$ cat src/design/lts_pkg.sv
// ----------------------------------------------------------------------------
// lts_pkg
// Shared constants and types of the line-of-sight terrain obstacle scan.
// ----------------------------------------------------------------------------
package lts_pkg;

    // grid geometry
    localparam int GRID_SIDE = 256;
    localparam int GRID_BITS = $clog2(GRID_SIDE);
    localparam int ADDR_W    = 2 * GRID_BITS;

    // field widths
    localparam int ELEV_W  = 18;
    localparam int POS_W   = 16;
    localparam int TILT_W  = 24;
    localparam int STEP_W  = 13;
    localparam int CELL_W  = 8;
    localparam int HGT_W   = 24;
    localparam int DIST_W  = 17;

    // reset value of the sampling step
    localparam logic [STEP_W-1:0] STEP_RESET = STEP_W'(256);

    // action codes
    localparam logic ACT_WRITE = 1'b0;
    localparam logic ACT_QUERY = 1'b1;

    // result when no sample beats the floor
    localparam logic signed [HGT_W-1:0] NONE_HEIGHT = -HGT_W'(160000);

    // shift-subtract unit sizing
    localparam int SRC_W     = 50;
    localparam int ROOT_W    = 25;
    localparam int NUM_W     = 29;
    localparam int UREM_W    = 28;
    localparam int URES_W    = 29;
    localparam int CNT_W     = 5;
    localparam int SQRT_ITER = SRC_W / 2;
    localparam int DIV_ITER  = NUM_W;

    // request to the shift-subtract unit
    typedef struct packed {
        logic              start;
        logic              is_sqrt;
        logic [SRC_W-1:0]  src;
        logic [ROOT_W-1:0] divisor;
    } t_unit_req;

    // response of the shift-subtract unit
    typedef struct packed {
        logic              done;
        logic [URES_W-1:0] res;
        logic [UREM_W-1:0] rem;
    } t_unit_rsp;

endpackage

$ cat src/design/lts_shift_sub.sv
// ----------------------------------------------------------------------------
// lts_shift_sub
// Shared shift-subtract unit: integer square root (two bits per cycle) or
// unsigned division (one bit per cycle).
// ----------------------------------------------------------------------------
module lts_shift_sub (
    input  logic               i_clk,
    input  logic               i_rst_n,
    input  lts_pkg::t_unit_req i_req,
    output lts_pkg::t_unit_rsp o_rsp
);

    logic                               r_busy;
    logic                               r_done;
    logic                               r_sqrt;
    logic [lts_pkg::CNT_W-1:0]          r_cnt;
    logic [lts_pkg::SRC_W-1:0]          r_src;
    logic [lts_pkg::ROOT_W-1:0]         r_div;
    logic [lts_pkg::URES_W-1:0]         r_res;
    logic [lts_pkg::UREM_W-1:0]         r_rem;

    logic [lts_pkg::UREM_W-1:0]         rem_sh;
    logic [lts_pkg::UREM_W-1:0]         trial;
    logic                               ge;
    logic [lts_pkg::CNT_W-1:0]          last;

    // one digit step
    always_comb begin
        if (r_sqrt) begin
            rem_sh = {r_rem[lts_pkg::UREM_W-3:0], r_src[lts_pkg::SRC_W-1 -: 2]};
            trial  = {r_res[lts_pkg::UREM_W-3:0], 2'b01};
            last   = lts_pkg::CNT_W'(lts_pkg::SQRT_ITER - 1);
        end else begin
            rem_sh = {r_rem[lts_pkg::UREM_W-2:0], r_src[lts_pkg::SRC_W-1]};
            trial  = lts_pkg::UREM_W'(r_div);
            last   = lts_pkg::CNT_W'(lts_pkg::DIV_ITER - 1);
        end
        ge = (rem_sh >= trial);
    end

    // control
    always_ff @(posedge i_clk) begin
        if (!i_rst_n) begin
            r_busy <= 1'b0;
            r_done <= 1'b0;
            r_cnt  <= '0;
        end else begin
            r_done <= 1'b0;
            if (i_req.start) begin
                r_busy <= 1'b1;
                r_cnt  <= '0;
            end else if (r_busy) begin
                r_cnt <= r_cnt + 1'b1;
                if (r_cnt == last) begin
                    r_busy <= 1'b0;
                    r_done <= 1'b1;
                end
            end
        end
    end

    // datapath
    always_ff @(posedge i_clk) begin
        if (i_req.start) begin
            r_sqrt <= i_req.is_sqrt;
            r_src  <= i_req.src;
            r_div  <= i_req.divisor;
            r_res  <= '0;
            r_rem  <= '0;
        end else if (r_busy) begin
            r_rem <= ge ? (rem_sh - trial) : rem_sh;
            r_res <= {r_res[lts_pkg::URES_W-2:0], ge};
            r_src <= r_sqrt ? {r_src[lts_pkg::SRC_W-3:0], 2'b00}
                            : {r_src[lts_pkg::SRC_W-2:0], 1'b0};
        end
    end

    assign o_rsp.done = r_done;
    assign o_rsp.res  = r_res;
    assign o_rsp.rem  = r_rem;

endmodule

$ cat config.mk
export PLATFORM = sky130hd
export DESIGN_NAME = lts_shift_sub
export DESIGN_NICKNAME = d
export VERILOG_FILES = /design/src/design/lts_pkg.sv /design/src/design/lts_shift_sub.sv
export SDC_FILE = /design/constraint.sdc
export NUM_CORES = 1
export LEC_CHECK = 0
export BUFFER_PORTS_ARGS = -buffer_cell sky130_fd_sc_hd__buf_4
export CAP_MARGIN = 25
export CORE_ASPECT_RATIO = 0.8
export CORE_MARGIN = 3
export CORE_UTILIZATION = 50
export DETAILED_ROUTE_END_ITERATION = 10
export PLACE_DENSITY = 0.72
export SLEW_MARGIN = 20
export SYNTH_ARGS = -nofsm -noshare
export SYNTH_HDL_FRONTEND = slang
export SYNTH_SLANG_ARGS = --single-unit
$ cat constraint.sdc
create_clock -name i_clk -period 9.8 [get_ports i_clk]
set_input_delay 1.96 -clock i_clk [delete_from_list [all_inputs] [get_ports i_clk]]
set_output_delay 1.96 -clock i_clk [all_outputs]
set_load 0.01 [all_outputs]
Yosys cells after proc, flatten, opt, wreduce, memory -nomap -nowiden
Cells that the tools add are included.
Cells by class
  add/subtract/negate cells: 2
  multiply operators: 0
  divide/modulo/power cells: 0
  magnitude comparators: 1
  equality and inequality tests: 1
  shift-type cells: 0
  multiplexer cells: 11
  bitwise operators: 2
  reduce and logical (&&, ||, !) cells: 3
Operator list (count)
  50-bit two-way mux: 3
  28-bit two-way mux: 3
  28-bit >= comparator: 1
  28-bit subtractor: 1
  5-bit by 1-bit adder with 5-bit output, second input constant: 1
  5-bit equality test: 1
  1-bit two-way mux: 4
  3-bit two-way mux: 1
  3-bit OR reduction: 1
  1-bit NOT: 2
  2-bit nonzero test: 1
  2-bit OR reduction: 1
Storage, ports and cells
  register bits: 140
  bits in latches: 0
  memory bits (writable): 0
  memory bits (read-only): 0
  input bits: 79
  output and inout port bits: 58
  word-level logic and storage cells: 28
  memories: 0

Logic depth before layout (Yosys ltp)
  word-level depth: 5
  mapped depth: 17
  depth with buffers taken out: 12

Worst setup path before layout
Ideal clock, no wire load.
  kind: reg2reg
  start point: reg r_sqrt
  end point: reg r_rem[10] in the netlist's numbering
  library setup time: 0.103 ns
  arrival: 3.678 ns
  data required time: 9.697 ns
  setup slack: 6.018 ns
  stages on the path, launching flop included: 15
  path buffers: 5
  clock period less this slack: 3.782 ns
  path through: edfxtp_1 > clkbuf_1 > buf_1 > buf_2 > buf_1 > mux2i_1 > ha_1 > a21o_1 > a221oi_4 > o21a_2 > o21ai_4 > a21oi_4 > buf_6 > nor3_1 > a2111oi_2
On the way
  cells in the longest elaborated chain, start to end: 3
Ends and longest elaborated chain
  start: declaration: line lts_shift_sub.sv:15  | logic r_sqrt;
  start signal: assignment: line lts_shift_sub.sv:65  | r_sqrt <= i_req.is_sqrt;
  28-bit two-way mux: line lts_shift_sub.sv:29  | if (r_sqrt) begin
  28-bit subtractor / 28-bit >= comparator (equally long branches): line lts_shift_sub.sv:71, lts_shift_sub.sv:38
  28-bit two-way mux (*): line lts_shift_sub.sv:71  | r_rem <= ge ? (rem_sh - trial) : rem_sh;
  end signal: assignment: line lts_shift_sub.sv:71
  end: declaration: line lts_shift_sub.sv:20  | logic [lts_pkg::UREM_W-1:0] r_rem;
Every way passes the cells marked *; elsewhere a longest branch is shown, timed or not.
A chain may end at the register's enable or synchronous reset.

Worst setup path in the final report
  start point: reg r_sqrt
  end point: reg r_rem[17] in the netlist's numbering
The elaborated chain is that of the path after synthesis.

==> impl_metrics.tcl <==
set metrics [dict create \
    cp_data_arrival_time_ns 4.80 \
    globalRouteTotalUtil_pct 21.6 \
    place_inst 1071 \
    layout_min_cycle_time_ns 4.51 \
    hold_ws_ns 0.508 \
    wl_mm 18.7 \
    cell_area_power_density_mw_per_mm2 263 \
    timing.final.max_slew_violations 0 \
    final_antenna_net_count 0 \
    post-dp-hpwl_mm 13.2 \
    synth_top_cells_by_count "105 x sky130_fd_sc_hd__mux2i_1, 76 x sky130_fd_sc_hd__edfxtp_1, 74 x sky130_fd_sc_hd__nor2_1" \
    worst_ep_required_time_ns 10.08 \
    die-height_um 118 \
    post_route_cells_drive_above_1_share_pct 24.2 \
    worstSetupPathType "register to register" \
    rsz_0062_raised_after_global_routing "false" \
    netlist_instances 767 \
    skew_ns 0.0127 \
    crit_path_end_kind "register" \
    initial_utilization_pct 51.7 \
    core_region_area_mm2 0.0152 \
    wl_per_cell_um 16.9 \
    ys.warnings.count 0 \
    synth_sequential_area_ratio_pct 45.3 \
    cts-buffers-inserted 17 \
    die_area_mm2 0.0173 \
    synth_area_leader_cell "sky130_fd_sc_hd__edfxtp_1" \
    dp_worst_setup_slack_ns 5.26 \
    nets 990 \
    final-seq-area_mm2 0.00356 \
    hold_class "register to register" \
    firstDrtPassIters 5 \
    io_buffer_count 136 \
    fin_tns_setup_ns 0 \
    worstMarginPinSlew_ns 1.04 \
    clkSinkCount 140 \
    place.gp.congestion 0.894 \
    synth.ff_latch_count 140 \
    dieWidth_um 146 \
    antennaDiodeCount 0 \
    dominantRegCellSynth "sky130_fd_sc_hd__edfxtp_1" \
    avgSynthCellArea_um2 10.3 \
    cts-resized-gates 0 \
    vias 6191 \
    synth.lib_cells_used.distinct 59 \
    power_w 0.00251 \
    tritoncts "yes" \
    synth_area_mm2 0.00787 \
    part_of_the_cycle_the_worst_path_needs_pct 46.0 \
    setup-violations-final 0 \
    area_fraction_of_the_dominant_cell_type_after_synthesis_pct 29.0 \
    cts.root.buffer_cell "sky130_fd_sc_hd__clkbuf_16" \
    clkSlewWorstSetupHoldPaths_ns 0.06 \
    max_cap_violations 0 \
    maxSlewHeadroom_pct 30.7 \
    cts_max_path_buffers 2 \
    status "finished clean" \
    worstSkewPairLatency_ns 0.43 \
    grt_antenna_before_repair 0 \
    post-cts-setup-buffer-count 0 \
    library_cell_with_the_highest_instance_count_after_synthesis "sky130_fd_sc_hd__mux2i_1" \
    fillers 1301 \
    post_synth_edffs 76 \
    total_leakage_power_nw 4.07 \
    multiInputGateArea_mm2 0.00405 \
    ir_worst_vdd_v 0.000143 \
    final-hold-violation-count 0 \
    grt_overflow_total 0 \
    drt-vias-per-instance 5.61 \
    maximum_number_of_pins_on_one_net_before_global_route_repair 73 \
    ys_async_sr_fraction_pct 0 \
    synthToLayoutAreaGrowth_pct 21.5 \
    fp-row-count 40 \
    syn-num-nets 877 \
    holdBufCountCts 0 \
    post-route-drc-count 0 \
    finish.cell_count_without_fillers 1103 \
    synth.area.top_cells "sky130_fd_sc_hd__edfxtp_1 29%, sky130_fd_sc_hd__dfxtp_1 16%, sky130_fd_sc_hd__mux2i_1 13%" \
    detailed_route_iter0_violations 401 \
    start_kind "register" \
    design.portCount 137 \
    grt_pass1_vias 6111 \
    final_critical_path_setup_slack_ns 5.29 \
    grt_pass1_wl_mm 30.9 \
    worst-path-max-fanout 71 \
    cts_max_level 4 \
    fmax_mhz 222 \
]
==> metal layers <==
layer,global-route usage (%),routed length (um),vias to the layer above
met4,6.05,223,0
li1,-,-,3053
met2,33.3,8600,136
met3,5.33,771,20
met1,30.4,9080,2982
met5,0,0,-
==> worst paths after layout <==
path	slack (ns)	startpoint	cells after the start	to
worst max-delay path	5.29	r_sqrt$_DFFE_PP_	12	r_rem[17]$_SDFFE_PP0P_
worst min-delay path	0.51	r_cnt[4]$_SDFFE_PP0P_	2	r_done$_SDFF_PP0_
worst max register to register	5.29	r_sqrt$_DFFE_PP_	12	r_rem[17]$_SDFFE_PP0P_
worst min register to register	0.51	r_cnt[4]$_SDFFE_PP0P_	2	r_done$_SDFF_PP0_
==> power breakdown <==
| group | switching (W) | internal [W] | leakage (nW) |
|---|---|---|---|
| registers | 0.0000646 | 0.000700 | 1.29 |
| logic | 0.000642 | 0.000507 | 2.52 |
| clock network | 0.000254 | 0.000346 | 0.253 |
==> registers in the layout, indices dropped and copies added (netlist names) <==
name    count
r_busy      1
r_cnt       5
r_div      25
r_done      1
r_rem      28
r_res      29
r_sqrt      1
r_src      50
==> per-stage QoR <==
step | instance area [um^2] | utilization [%]
2_1_floorplan | 7870 | -
3_3_place_gp | 8980 | 59.0
3_5_place_dp | 9010 | 59.2
4_1_cts | 9560 | 62.8
5_1_grt | 9560 | 62.8
6_report | 9560 | 62.8
==> logic make-up (layout without fill, tap and decap cells) <==
kind of cell / Yosys count / after routing / synth area share (%)
compound gates: 184 / 184 / 15.6
xor+xnor: 30 / 30 / 3.34
fa+ha+maj: 31 / 31 / 5.03
buf+inv: 60 / 186 / 3.23
flops: 140 / 140 / 45.3
mux: 131 / 131 / 17.1
simple gates: 191 / 191 / 10.5
==> final cells by class <==
cell class,instances,share of cell area [%]
sequential,140,37.3
clock buffer,17,4.45
clock inverter,15,1.30
multi-input combinational,567,42.4
timing repair buffer,142,11.4
inverter,12,0.484
tap,210,2.75
==> worst max-delay path, stage by stage, from the launching register on <==
cell	delay [ns]
sky130_fd_sc_hd__edfxtp_1	0.36
sky130_fd_sc_hd__buf_4	0.78
sky130_fd_sc_hd__mux2i_1	0.34
sky130_fd_sc_hd__ha_1	0.20
sky130_fd_sc_hd__inv_1	0.05
sky130_fd_sc_hd__fa_1	0.39
sky130_fd_sc_hd__a21o_1	0.23
sky130_fd_sc_hd__a221oi_4	0.31
sky130_fd_sc_hd__o21a_2	0.25
sky130_fd_sc_hd__o21ai_4	0.10
sky130_fd_sc_hd__a21oi_4	0.65
sky130_fd_sc_hd__or2_0	0.54
sky130_fd_sc_hd__o21ai_1	0.14
==> layout by cell type (no fill, tap or decap), types with 10 or more instances in the layout <==
| master | Yosys | layout |
|---|---|---|
| sky130_fd_sc_hd__buf_4 | 2 | 141 |
| sky130_fd_sc_hd__mux2i_1 | 105 | 105 |
| sky130_fd_sc_hd__edfxtp_1 | 76 | 76 |
| sky130_fd_sc_hd__nor2_1 | 74 | 74 |
| sky130_fd_sc_hd__nand2_1 | 72 | 72 |
| sky130_fd_sc_hd__o21ai_0 | 63 | 63 |
| sky130_fd_sc_hd__dfxtp_1 | 64 | 63 |
| sky130_fd_sc_hd__a21oi_1 | 33 | 33 |
| sky130_fd_sc_hd__ha_1 | 30 | 30 |
| sky130_fd_sc_hd__mux2_2 | 26 | 26 |
| sky130_fd_sc_hd__clkbuf_16 | 0 | 17 |
| sky130_fd_sc_hd__xor2_1 | 16 | 16 |
| sky130_fd_sc_hd__a211oi_1 | 14 | 14 |
| sky130_fd_sc_hd__xnor2_1 | 14 | 14 |
| sky130_fd_sc_hd__inv_1 | 12 | 11 |
| sky130_fd_sc_hd__a21o_1 | 10 | 10 |
Note: power is estimated with default switching activity, not from simulation.
